===== config.mk =====
export PLATFORM = sky130hd
export DESIGN_NAME = lfu_page_replacement_flat
export DESIGN_NICKNAME = d
export VERILOG_FILES = /design/src/rtl/core/lfu_pkg.sv /design/src/rtl/core/lfu_ifs.sv /design/src/rtl/core/lfu_page_replacement.sv /design/src/flat_wrapper.sv
export SDC_FILE = /design/constraint.sdc
export NUM_CORES = 2
export LEC_CHECK = 0
export BUFFER_PORTS_ARGS = -buffer_cell sky130_fd_sc_hd__buf_2
export CORE_MARGIN = 5
export CORE_UTILIZATION = 45
export DETAILED_ROUTE_END_ITERATION = 8
export GPL_ROUTABILITY_DRIVEN = 0
export SLEW_MARGIN = 10
export SYNTH_ARGS = -nofsm -noshare
export SYNTH_HDL_FRONTEND = slang
export SYNTH_SLANG_ARGS = --single-unit
export TNS_END_PERCENT = 1

===== constraint.sdc =====
create_clock -name clk -period 8.5 [get_ports clk]
set_input_delay 1.275 -clock clk [delete_from_list [all_inputs] [get_ports clk]]
set_output_delay 1.275 -clock clk [all_outputs]
set_load 0.005 [all_outputs]

===== src/rtl/core/lfu_pkg.sv =====
`timescale 1ns / 1ps
`default_nettype none

package lfu_pkg;

  // Store geometry
  localparam int ENTRIES   = 16;
  localparam int PAGE_BITS = 16;
  localparam int IDX_W     = $clog2(ENTRIES);
  localparam int OCC_W     = $clog2(ENTRIES + 1);

  // Field widths
  localparam int IN_PAGE_W = 16;
  localparam int COUNT_W   = 16;
  localparam int STAMP_W   = 32;
  localparam int TOTAL_W   = 32;
  localparam int CAP_W     = 5;
  localparam int CMP_W     = (OCC_W > CAP_W) ? OCC_W : CAP_W;

  localparam logic [CAP_W-1:0]   CAP_RESET = CAP_W'(4);
  localparam logic [COUNT_W-1:0] COUNT_MAX = '1;
  localparam logic [TOTAL_W-1:0] TOTAL_MAX = '1;

  // One slot of the page store
  typedef struct packed {
    logic [PAGE_BITS-1:0] page;
    logic [COUNT_W-1:0]   count;
    logic [STAMP_W-1:0]   stamp;
  } entry_t;

  // Sequencer states
  typedef enum logic [2:0] {
    ST_IDLE  = 3'b001,
    ST_SCAN  = 3'b010,
    ST_WRITE = 3'b100
  } state_t;

endpackage

`default_nettype wire


===== src/rtl/core/lfu_ifs.sv =====
`timescale 1ns / 1ps
`default_nettype none

// Page reference request channel
interface lfu_req_if;
  logic                           valid;
  logic                           ready;
  logic [lfu_pkg::IN_PAGE_W-1:0]  page_number;

  modport source (output valid, output page_number, input ready);
  modport sink   (input valid, input page_number, output ready);
endinterface

// Lookup result channel
interface lfu_rsp_if;
  logic                           valid;
  logic                           ready;
  logic                           was_hit;
  logic                           evicted_valid;
  logic [lfu_pkg::IN_PAGE_W-1:0]  evicted_page;
  logic [lfu_pkg::TOTAL_W-1:0]    hit_total;
  logic [lfu_pkg::TOTAL_W-1:0]    miss_total;

  modport source (output valid, output was_hit, output evicted_valid, output evicted_page,
                  output hit_total, output miss_total, input ready);
  modport sink   (input valid, input was_hit, input evicted_valid, input evicted_page,
                  input hit_total, input miss_total, output ready);
endinterface

`default_nettype wire


===== src/rtl/core/lfu_page_replacement.sv =====
`timescale 1ns / 1ps
`default_nettype none

// Fully associative page store with least-frequently-used replacement. Each
// request names a page; the block answers with hit/miss, the evicted page (if
// any) and saturating hit and miss totals. Slots live in one synchronous
// memory with one read and one write port that is walked one slot per cycle:
// a request is accepted, all slots are scanned through the registered read
// port, and the chosen slot is written back, waiting while an earlier result
// is not yet taken. A new request is taken once the previous result is
// in the output register, even while that result still waits. The capacity
// register (cfg_wdata, reset 4) is clamped to 1..ENTRIES; write it only while
// the block is idle. No clearing pass is needed after reset.
module lfu_page_replacement (
  input  wire logic                      clk,
  input  wire logic                      rst_n,
  input  wire logic                      cfg_we,
  input  wire logic [lfu_pkg::CAP_W-1:0] cfg_wdata,
  lfu_req_if.sink                        in_req,
  lfu_rsp_if.source                      out_rsp
);

  localparam int IDX_W = lfu_pkg::IDX_W;
  localparam int CNT_W = lfu_pkg::IDX_W + 1;

  // Slot memory
  lfu_pkg::entry_t mem [lfu_pkg::ENTRIES];
  lfu_pkg::entry_t rd_data_r;

  // Control state
  lfu_pkg::state_t                  state_r, state_nxt;
  logic [CNT_W-1:0]                 cnt_r, cnt_nxt;
  logic [lfu_pkg::ENTRIES-1:0]      valid_r, valid_nxt;
  logic [lfu_pkg::CAP_W-1:0]        cap_r, cap_nxt;
  logic [lfu_pkg::STAMP_W-1:0]      next_stamp_r, next_stamp_nxt;
  logic [lfu_pkg::TOTAL_W-1:0]      hits_r, hits_nxt;
  logic [lfu_pkg::TOTAL_W-1:0]      misses_r, misses_nxt;
  logic                             out_valid_r, out_valid_nxt;
  logic                             hit_found_r, hit_found_nxt;
  logic                             vic_found_r, vic_found_nxt;
  logic                             free_found_r, free_found_nxt;
  logic [lfu_pkg::OCC_W-1:0]        used_r, used_nxt;

  // Scan results and request payload
  logic [lfu_pkg::PAGE_BITS-1:0]    page_r, page_nxt;
  logic [IDX_W-1:0]                 hit_slot_r, hit_slot_nxt;
  logic [lfu_pkg::COUNT_W-1:0]      hit_count_r, hit_count_nxt;
  logic [lfu_pkg::STAMP_W-1:0]      hit_stamp_r, hit_stamp_nxt;
  logic [IDX_W-1:0]                 vic_slot_r, vic_slot_nxt;
  logic [lfu_pkg::COUNT_W-1:0]      vic_count_r, vic_count_nxt;
  logic [lfu_pkg::STAMP_W-1:0]      vic_age_r, vic_age_nxt;
  logic [lfu_pkg::PAGE_BITS-1:0]    vic_page_r, vic_page_nxt;
  logic [IDX_W-1:0]                 free_slot_r, free_slot_nxt;

  // Output payload
  logic                             o_hit_r, o_hit_nxt;
  logic                             o_ev_r, o_ev_nxt;
  logic [lfu_pkg::IN_PAGE_W-1:0]    o_ev_page_r, o_ev_page_nxt;

  // Memory access
  logic                             rd_en;
  logic [IDX_W-1:0]                 rd_addr;
  logic                             wr_en;
  logic [IDX_W-1:0]                 wr_addr;
  lfu_pkg::entry_t                  wr_data;

  // Combinational helpers
  logic                             accept;
  logic                             commit;
  logic                             scan_last;
  logic [IDX_W-1:0]                 scan_idx;
  logic [lfu_pkg::STAMP_W-1:0]      age;
  logic [lfu_pkg::CMP_W-1:0]        cap_cmp;
  logic [lfu_pkg::CMP_W-1:0]        eff_cap;
  logic                             evict;
  logic [IDX_W-1:0]                 slot;

  assign accept    = in_req.valid && in_req.ready;
  assign commit    = (state_r == lfu_pkg::ST_WRITE) && (!out_valid_r || out_rsp.ready);
  assign scan_last = (cnt_r == CNT_W'(lfu_pkg::ENTRIES));
  assign scan_idx  = IDX_W'(cnt_r - 1'b1);
  assign rd_addr   = cnt_r[IDX_W-1:0];
  assign rd_en     = (state_r == lfu_pkg::ST_SCAN) && !scan_last;
  assign age       = next_stamp_r - rd_data_r.stamp;

  // Clamp capacity to 1..ENTRIES
  assign cap_cmp = lfu_pkg::CMP_W'(cap_r);
  always_comb begin
    if (cap_cmp == '0) begin
      eff_cap = lfu_pkg::CMP_W'(1);
    end else if (cap_cmp > lfu_pkg::CMP_W'(lfu_pkg::ENTRIES)) begin
      eff_cap = lfu_pkg::CMP_W'(lfu_pkg::ENTRIES);
    end else begin
      eff_cap = cap_cmp;
    end
  end

  // Evict when full to capacity or no free slot is left
  assign evict = (lfu_pkg::CMP_W'(used_r) >= eff_cap) || !free_found_r;
  assign slot  = hit_found_r ? hit_slot_r : ((evict && vic_found_r) ? vic_slot_r : free_slot_r);

  assign in_req.ready          = (state_r == lfu_pkg::ST_IDLE);
  assign out_rsp.valid         = out_valid_r;
  assign out_rsp.was_hit       = o_hit_r;
  assign out_rsp.evicted_valid = o_ev_r;
  assign out_rsp.evicted_page  = o_ev_page_r;
  assign out_rsp.hit_total     = hits_r;
  assign out_rsp.miss_total    = misses_r;

  // Write-back word
  always_comb begin
    wr_en   = commit;
    wr_addr = slot;
    wr_data.page = page_r;
    if (hit_found_r) begin
      wr_data.count = (hit_count_r == lfu_pkg::COUNT_MAX) ? hit_count_r : hit_count_r + 1'b1;
      wr_data.stamp = hit_stamp_r;
    end else begin
      wr_data.count = lfu_pkg::COUNT_W'(1);
      wr_data.stamp = next_stamp_r;
    end
  end

  // Sequencer and scan datapath
  always_comb begin
    state_nxt      = state_r;
    cnt_nxt        = cnt_r;
    valid_nxt      = valid_r;
    cap_nxt        = cfg_we ? cfg_wdata : cap_r;
    next_stamp_nxt = next_stamp_r;
    hits_nxt       = hits_r;
    misses_nxt     = misses_r;
    out_valid_nxt  = out_valid_r;
    hit_found_nxt  = hit_found_r;
    vic_found_nxt  = vic_found_r;
    free_found_nxt = free_found_r;
    used_nxt       = used_r;
    page_nxt       = page_r;
    hit_slot_nxt   = hit_slot_r;
    hit_count_nxt  = hit_count_r;
    hit_stamp_nxt  = hit_stamp_r;
    vic_slot_nxt   = vic_slot_r;
    vic_count_nxt  = vic_count_r;
    vic_age_nxt    = vic_age_r;
    vic_page_nxt   = vic_page_r;
    free_slot_nxt  = free_slot_r;
    o_hit_nxt      = o_hit_r;
    o_ev_nxt       = o_ev_r;
    o_ev_page_nxt  = o_ev_page_r;

    // Drop the result once taken
    if (out_valid_r && out_rsp.ready) begin
      out_valid_nxt = 1'b0;
    end

    unique case (state_r)
      lfu_pkg::ST_IDLE: begin
        // Latch the request and clear the scan trackers
        if (accept) begin
          page_nxt       = lfu_pkg::PAGE_BITS'(in_req.page_number);
          cnt_nxt        = '0;
          hit_found_nxt  = 1'b0;
          vic_found_nxt  = 1'b0;
          free_found_nxt = 1'b0;
          used_nxt       = '0;
          state_nxt      = lfu_pkg::ST_SCAN;
        end
      end
      lfu_pkg::ST_SCAN: begin
        // Examine the slot whose read data arrives this cycle
        if (cnt_r != '0) begin
          if (valid_r[scan_idx]) begin
            used_nxt = used_r + 1'b1;
            if (!hit_found_r && rd_data_r.page == page_r) begin
              hit_found_nxt = 1'b1;
              hit_slot_nxt  = scan_idx;
              hit_count_nxt = rd_data_r.count;
              hit_stamp_nxt = rd_data_r.stamp;
            end
            if (!vic_found_r || rd_data_r.count < vic_count_r ||
                (rd_data_r.count == vic_count_r && age > vic_age_r)) begin
              vic_found_nxt = 1'b1;
              vic_slot_nxt  = scan_idx;
              vic_count_nxt = rd_data_r.count;
              vic_age_nxt   = age;
              vic_page_nxt  = rd_data_r.page;
            end
          end else if (!free_found_r) begin
            free_found_nxt = 1'b1;
            free_slot_nxt  = scan_idx;
          end
        end
        // Advance the walk
        if (scan_last) begin
          state_nxt = lfu_pkg::ST_WRITE;
        end else begin
          cnt_nxt = cnt_r + 1'b1;
        end
      end
      lfu_pkg::ST_WRITE: begin
        // Write back the slot and load the result register
        if (commit) begin
          out_valid_nxt = 1'b1;
          o_hit_nxt     = hit_found_r;
          if (hit_found_r) begin
            o_ev_nxt      = 1'b0;
            o_ev_page_nxt = '0;
            if (hits_r != lfu_pkg::TOTAL_MAX) begin
              hits_nxt = hits_r + 1'b1;
            end
          end else begin
            o_ev_nxt       = evict && vic_found_r;
            o_ev_page_nxt  = (evict && vic_found_r) ? lfu_pkg::IN_PAGE_W'(vic_page_r) : '0;
            valid_nxt[slot] = 1'b1;
            next_stamp_nxt = next_stamp_r + 1'b1;
            if (misses_r != lfu_pkg::TOTAL_MAX) begin
              misses_nxt = misses_r + 1'b1;
            end
          end
          state_nxt = lfu_pkg::ST_IDLE;
        end
      end
      default: begin
        state_nxt = lfu_pkg::ST_IDLE;
      end
    endcase
  end

  // Slot memory: one read, one write port, registered read
  always_ff @(posedge clk) begin
    if (wr_en) begin
      mem[wr_addr] <= wr_data;
    end
    if (rd_en) begin
      rd_data_r <= mem[rd_addr];
    end
  end

  // Control registers
  always_ff @(posedge clk) begin
    if (!rst_n) begin
      state_r      <= lfu_pkg::ST_IDLE;
      cnt_r        <= '0;
      valid_r      <= '0;
      cap_r        <= lfu_pkg::CAP_RESET;
      next_stamp_r <= '0;
      hits_r       <= '0;
      misses_r     <= '0;
      out_valid_r  <= 1'b0;
      hit_found_r  <= 1'b0;
      vic_found_r  <= 1'b0;
      free_found_r <= 1'b0;
      used_r       <= '0;
    end else begin
      state_r      <= state_nxt;
      cnt_r        <= cnt_nxt;
      valid_r      <= valid_nxt;
      cap_r        <= cap_nxt;
      next_stamp_r <= next_stamp_nxt;
      hits_r       <= hits_nxt;
      misses_r     <= misses_nxt;
      out_valid_r  <= out_valid_nxt;
      hit_found_r  <= hit_found_nxt;
      vic_found_r  <= vic_found_nxt;
      free_found_r <= free_found_nxt;
      used_r       <= used_nxt;
    end
  end

  // Payload registers
  always_ff @(posedge clk) begin
    page_r      <= page_nxt;
    hit_slot_r  <= hit_slot_nxt;
    hit_count_r <= hit_count_nxt;
    hit_stamp_r <= hit_stamp_nxt;
    vic_slot_r  <= vic_slot_nxt;
    vic_count_r <= vic_count_nxt;
    vic_age_r   <= vic_age_nxt;
    vic_page_r  <= vic_page_nxt;
    free_slot_r <= free_slot_nxt;
    o_hit_r     <= o_hit_nxt;
    o_ev_r      <= o_ev_nxt;
    o_ev_page_r <= o_ev_page_nxt;
  end

endmodule

`default_nettype wire

===== src/flat_wrapper.sv =====
// flat-port wrapper written by rule: the top's interface ports become plain ports
module lfu_page_replacement_flat 
  (clk, rst_n, cfg_we, cfg_wdata, in_req_valid, in_req_page_number, in_req_ready, out_rsp_valid, out_rsp_was_hit, out_rsp_evicted_valid, out_rsp_evicted_page, out_rsp_hit_total, out_rsp_miss_total, out_rsp_ready);
  lfu_req_if in_req_i ();
  lfu_rsp_if out_rsp_i ();
  input  wire logic clk;
  input  wire logic rst_n;
  input  wire logic cfg_we;
  input  wire logic [lfu_pkg::CAP_W-1:0] cfg_wdata;
  input wire logic [$bits(in_req_i.valid)-1:0] in_req_valid;
  input wire logic [$bits(in_req_i.page_number)-1:0] in_req_page_number;
  output wire logic [$bits(in_req_i.ready)-1:0] in_req_ready;
  output wire logic [$bits(out_rsp_i.valid)-1:0] out_rsp_valid;
  output wire logic [$bits(out_rsp_i.was_hit)-1:0] out_rsp_was_hit;
  output wire logic [$bits(out_rsp_i.evicted_valid)-1:0] out_rsp_evicted_valid;
  output wire logic [$bits(out_rsp_i.evicted_page)-1:0] out_rsp_evicted_page;
  output wire logic [$bits(out_rsp_i.hit_total)-1:0] out_rsp_hit_total;
  output wire logic [$bits(out_rsp_i.miss_total)-1:0] out_rsp_miss_total;
  input wire logic [$bits(out_rsp_i.ready)-1:0] out_rsp_ready;
  assign in_req_i.valid = in_req_valid;
  assign in_req_i.page_number = in_req_page_number;
  assign in_req_ready = in_req_i.ready;
  assign out_rsp_valid = out_rsp_i.valid;
  assign out_rsp_was_hit = out_rsp_i.was_hit;
  assign out_rsp_evicted_valid = out_rsp_i.evicted_valid;
  assign out_rsp_evicted_page = out_rsp_i.evicted_page;
  assign out_rsp_hit_total = out_rsp_i.hit_total;
  assign out_rsp_miss_total = out_rsp_i.miss_total;
  assign out_rsp_i.ready = out_rsp_ready;
  lfu_page_replacement u_core (.clk(clk), .rst_n(rst_n), .cfg_we(cfg_we), .cfg_wdata(cfg_wdata), .in_req(in_req_i), .out_rsp(out_rsp_i));
endmodule

* Word-level counts from Yosys, hierarchy flattened *
Memories as Yosys holds them, arrays and structs flattened. A register that Yosys moved wholly into a read port is not among the register bits.
Cells that the tools add are included.

operators by class
  muxes and demuxes = 37
  add/sub/neg operators = 8
  bitwise logic cells = 5
  reduce and logical (&&, ||, !) cells = 35
  eq/ne operators = 18
  order comparisons = 7

operators with widths
  cell                                                                          count
  32-bit by 1-bit adder with 32-bit output, second input constant               3
  32-bit != test, second input constant                                         2
  48-bit 2-to-1 mux                                                             1
  16-bit equality test                                                          2
  32-bit > comparator                                                           1
  32-bit subtractor                                                             1
  5-bit 2-to-1 mux                                                              6
  4-bit AND reduction                                                           7
  5-bit case mux with 2 select lines                                            2
  16-bit by 1-bit adder with 16-bit output, second input constant               1
  16-bit equality test, second input constant                                   1
  16-bit less-than comparator                                                   1
  1-bit 2-to-1 mux                                                              16
  16-bit 2-to-1 mux                                                             1
  16-bit bitwise OR                                                             1
  2-bit != test, second input constant                                          7
  5-bit by 1-bit adder with 5-bit output, second input constant                 2
  4-bit by 5-bit less-than comparator with 1-bit output, second input constant  2
  5-bit AND reduction                                                           2
  3-bit 2-to-1 mux                                                              3
  3-bit case mux with 3 select lines                                            1
  3-bit AND reduction                                                           3
  1-bit logical AND                                                             8
  4-bit 2-to-1 mux                                                              2
  20 further kinds                                                              34

storage, ports and cells
  logic and storage cells = 135
  memories = 1
  bits of input ports = 26
  register bits after elaboration = 292
  bits in writable memories = 1024

memories
  memory      words  bits a word  rd ports  clocked after memory_dff  write ports  RTL line                    source
  u_core.mem  16     64           1         1                         1            lfu_page_replacement.sv:27  lfu_pkg::entry_t mem [lfu_pkg::ENTRIES];

* Longest topological paths before layout *
  word-level depth = 13
  gate-level depth with buffers = 20
  mapped depth without buffers = 20

* Least setup slack after synthesis *
OpenSTA, ideal clock, no wires.

  path type = flip-flop to flip-flop
  from = register u_core.next_stamp_r[0] (netlist name)
  to = register u_core.vic_age_r[0] (netlist name), enable pin
  clock period less this slack = 8917 ps
  setup time = 588 ps
  required time = 7912 ps
  data arrival time = 8329 ps
  cell stages (with the launch flop) = 20
  buffers on the path = 0
  setup slack = -417 ps
  cells stage by stage = dfxtp_1 -> inv_1 -> ha_1 -> inv_1 -> fa_1 -> a211oi_1 -> o21ai_0 -> a211oi_1 -> nor2_1 -> a2111o_1 -> a31oi_1 -> o21ai_0 -> xor2_1 -> ha_1 -> nand4_1 -> nor2_1 -> and3_1 -> nand4_1 -> nand3_1 -> o21ai_0

between the ends
  longest elaborated chain between the ends = 5

ends and longest elaborated chain
  item                           RTL line                     source
  start, declared                lfu_page_replacement.sv:35   logic [lfu_pkg::STAMP_W-1:0] next_stamp_r, next_stamp_nxt;
  start signal, assigned         lfu_page_replacement.sv:259  next_stamp_r <= next_stamp_nxt;
  32-bit subtractor              lfu_page_replacement.sv:84   assign age = next_stamp_r - rd_data_r.stamp;
  via u_core.age, one bit        lfu_page_replacement.sv:72   logic [lfu_pkg::STAMP_W-1:0] age;
  32-bit > comparator            lfu_page_replacement.sv:181  (rd_data_r.count == vic_count_r && age > vic_age_r)) begin
  1-bit logical AND              lfu_page_replacement.sv:181
  1-bit logical OR               lfu_page_replacement.sv:180  if (!vic_found_r || rd_data_r.count < vic_count_r ||
  4-bit AND reduction (no line)  n/a
  end signal, assigned           lfu_page_replacement.sv:278  vic_age_r <= vic_age_nxt;
  end, declared                  lfu_page_replacement.sv:51   logic [lfu_pkg::STAMP_W-1:0] vic_age_r, vic_age_nxt;

The timed path passes the listed nets, and every way through them passes these cells.
A chain may end at the register's enable or synchronous reset.

* Final worst setup path *
  from = register u_core.next_stamp_r[0] (netlist name)
  to = register u_core.vic_page_r[6] (netlist name), enable pin

between the ends
  longest elaborated chain between the ends = 5

ends and longest elaborated chain
  item                           RTL line                     source
  32-bit subtractor              lfu_page_replacement.sv:84
  via u_core.age, one bit        lfu_page_replacement.sv:72
  32-bit > comparator            lfu_page_replacement.sv:181
  1-bit logical AND              lfu_page_replacement.sv:181
  1-bit logical OR               lfu_page_replacement.sv:180
  4-bit AND reduction (no line)  n/a
  end signal, assigned           lfu_page_replacement.sv:279  vic_page_r <= vic_page_nxt;
  end, declared                  lfu_page_replacement.sv:52   logic [lfu_pkg::PAGE_BITS-1:0] vic_page_r, vic_page_nxt;

The timed path passes the listed nets, and every way through them passes these cells.

==> impl_metrics.yaml <==
status:
  status: "finished, final reports clean"
clocking:
  clock_latency_ps: 750
  htreeDepth: 4
  cts.clk_slew.worst_paths_ps: 60
  cts_tree: "yes"
  clock-sinks: 1380
  cts_resized: 0
  cts_root_buf: "clkbuf_16"
  clockBufferDepth: 3
  cts_made_buffers: 143
  cts_setup_buffers: 0
  cts-hold-fix-buffers: 0
timing:
  worstMarginPinSlew_ps: 1210
  period_share_pct: 64.3
  finalSetupViolCount: 0
  rsz0062_at_grt: "false"
  finalClockSkew_ps: 27.5
  clock.fmax_ghz: 0.183
  slew_headroom_pct: 18.6
  setup_tns_ps: 0
  min_period_ps: 5470
  finalHoldViolations: 0
  drv_slew: 0
run:
  cap_violations: 0
placement:
  hpwl_um: 70500
  port_buffers: 109
route:
  drcViolationCount: 0
  wl_per_cell_um: 25.4
  vias: 27802
  antenna_left: 0
  drtPass1Iterations: 5
  drt_iter0_markers: 2550
  drt-total-wl_um: 123000
  via_per_inst: 5.72
floorplan:
  pin_count: 110
  die-area_um2: 130000
  fp.dieH_um: 361
  fp-row-count: 128
  core_area_um2: 122000
  initial_utilization_pct: 45.3
  die_w_um: 361
worst_setup_path:
  path_class: "reg2reg"
  rrSetupSlack_ps: 3030
  slowest_stage: "a211oi_1"
  start_kind: "flip-flop"
  end_kind: "flip-flop"
  crit_buf_inv: 3
  r2r_start: "u_core.next_stamp_r[0]$_SDFFE_PN0P_"
  path_max_fanout: 36
  arrival_ps: 5890
  cp_cell_sequence: "inv_1 > ha_1 > inv_1 > fa_1 > a211oi_1 > o21ai_0 > a211oi_1 > nor2_1 > a2111o_1 > a31oi_1 > xnor2_1 > ha_1 > a21o_1 > a21o_1 > a21oi_1 > o21ai_0 > a21o_1 > a211oi_1 > o21ai_4 > buf_4"
  cp.required_ps: 8920
  critical-path-top-delay-family: "compound AO/OA/AOI/OAI gates"
  crit_start: "u_core.next_stamp_r[0]$_SDFFE_PN0P_"
  cpPeakStageDelay_ps: 490
logic_synthesis:
  synth_nets: 3032
  synth_top_area_share_pct: 67.6
  synth_common_cells: "1246 x edfxtp_1, 325 x mux4_2, 134 x dfxtp_1"
  syn-cell-area_um2: 55300
  synth_cells: 2913
  synth.ff_latch_count: 1380
  yosysTopAreaCell: "edfxtp_1"
  synthDistinctLibCells: 67
  async_flop_share_pct: 0
  synth_warnings: 0
  synth_top_flop_cell: "edfxtp_1"
  syn_area_per_cell_um2: 19.0
  synth_most_common_cell: "edfxtp_1"
  ys_seq_area_share_pct: 72.5
  synth-edff-count: 1246
  yosys-top-cells-area: "edfxtp_1 68%, mux4_2 13%, dfxtp_1 4.8%"
power_and_ir_drop:
  p_leak_uw: 0.0214
  peakVddDrop_uv: 191
  finalPower_uw: 13600
  p_per_area_nw_per_um2: 217
grt:
  grt_pass1_wl_um: 187000
  grt_usage_pct: 18.9
  grt_pass1_vias: 29064
  grt-ovfl-total: 0
  antenna_found_initial: 1
  grt_max_degree: 106
cells_and_area:
  drive_above_1_share_pct: 23.9
  num-nets-final: 3239
  antennaDiodeCount: 0
  area_growth_pct: 13.5
  postLayoutCoreUtil_pct: 51.4
worst_hold_path:
  min_from: "u_core.rd_data_r[27]$_DFFE_PP_"
  hold_class: "reg2reg"
==> cell families after synthesis <==
family,after synthesis,synth area share [%]
compound gates,197,2.31
fa+ha+maj,93,2.12
buf+inv,214,1.49
flops,1380,72.5
simple gates,516,5.25
mux,370,14.1
xor+xnor,143,2.26
==> path summary, 6_finish.rpt <==
path | end | cells after the start
max | u_core.vic_page_r[6]$_DFFE_PP_ | 20
min | u_core.hit_stamp_r[27]$_DFFE_PP_ | 0
max reg2reg | u_core.vic_page_r[6]$_DFFE_PP_ | 20
min reg2reg | u_core.hit_stamp_r[27]$_DFFE_PP_ | 0
==> sequential cells by signal, indices dropped and copies added (netlist names), 5 cells and up <==
signal                       flops
u_core.mem                    1024
u_core.rd_data_r                64
u_core.hit_stamp_r              32
u_core.next_stamp_r             32
u_core.out_rsp.hit_total        32
u_core.out_rsp.miss_total       32
u_core.vic_age_r                32
u_core.hit_count_r              16
u_core.out_rsp.evicted_page     16
u_core.page_r                   16
u_core.valid_r                  16
u_core.vic_count_r              16
u_core.vic_page_r               16
u_core.cap_cmp                   5
u_core.cnt_r                     5
u_core.used_r                    5
==> metal layers <==
layer | up-vias | global-route usage (%) | wire length (µm)
met4 | 0 | 4.46 | 2270
met1 | 14754 | 26.1 | 53200
met3 | 177 | 3.20 | 6450
met5 | - | 0 | 0
met2 | 802 | 31.9 | 61300
li1 | 12069 | - | -
==> power by group <==
part           switching (µW)  internal [µW]  leakage (µW)
Combinational            68.3           59.0       0.00590
Sequential               33.9           7330        0.0133
Clock                    2580           3570       0.00225
==> cell type report <==
type | count | area [µm²]
Fill cell | 9811 | 59300
Sequential cell | 1380 | 40100
Multi-Input combinational cell | 1319 | 14600
Clock buffer | 176 | 3820
Tap cell | 1625 | 2030
Timing Repair Buffer | 167 | 1030
Clock inverter | 82 | 807
Inverter | 109 | 414
==> cell usage in the layout, fill, tap and decap left out, types with 39 or more instances in the layout <==
cell type  count
a21oi_1       41
and2_1        73
buf_2        109
buf_4         54
clkbuf_16    146
dfxtp_1      129
edfxtp_1    1246
ha_1          92
inv_1        107
mux4_2       325
nand2_1       80
nand3_1       55
nand4_1       45
nor2_1        63
nor2b_1       50
o21ai_0       39
xnor2_1       85
xor2_1        58
==> stage by stage <==
step                      std cells  hold WS (ps)  worst slack, ps  cell area, µm²
after CTS                      4858           450             3060           62800
after detailed placement       4600           436             3090           58200
final                          4858           452             3030           62800
after global routing           4858           454             2710           62800
after floorplan                2913           406             1420           55300
after global placement         4600           436             3000           58200
Power figures use the tool's default switching activity.
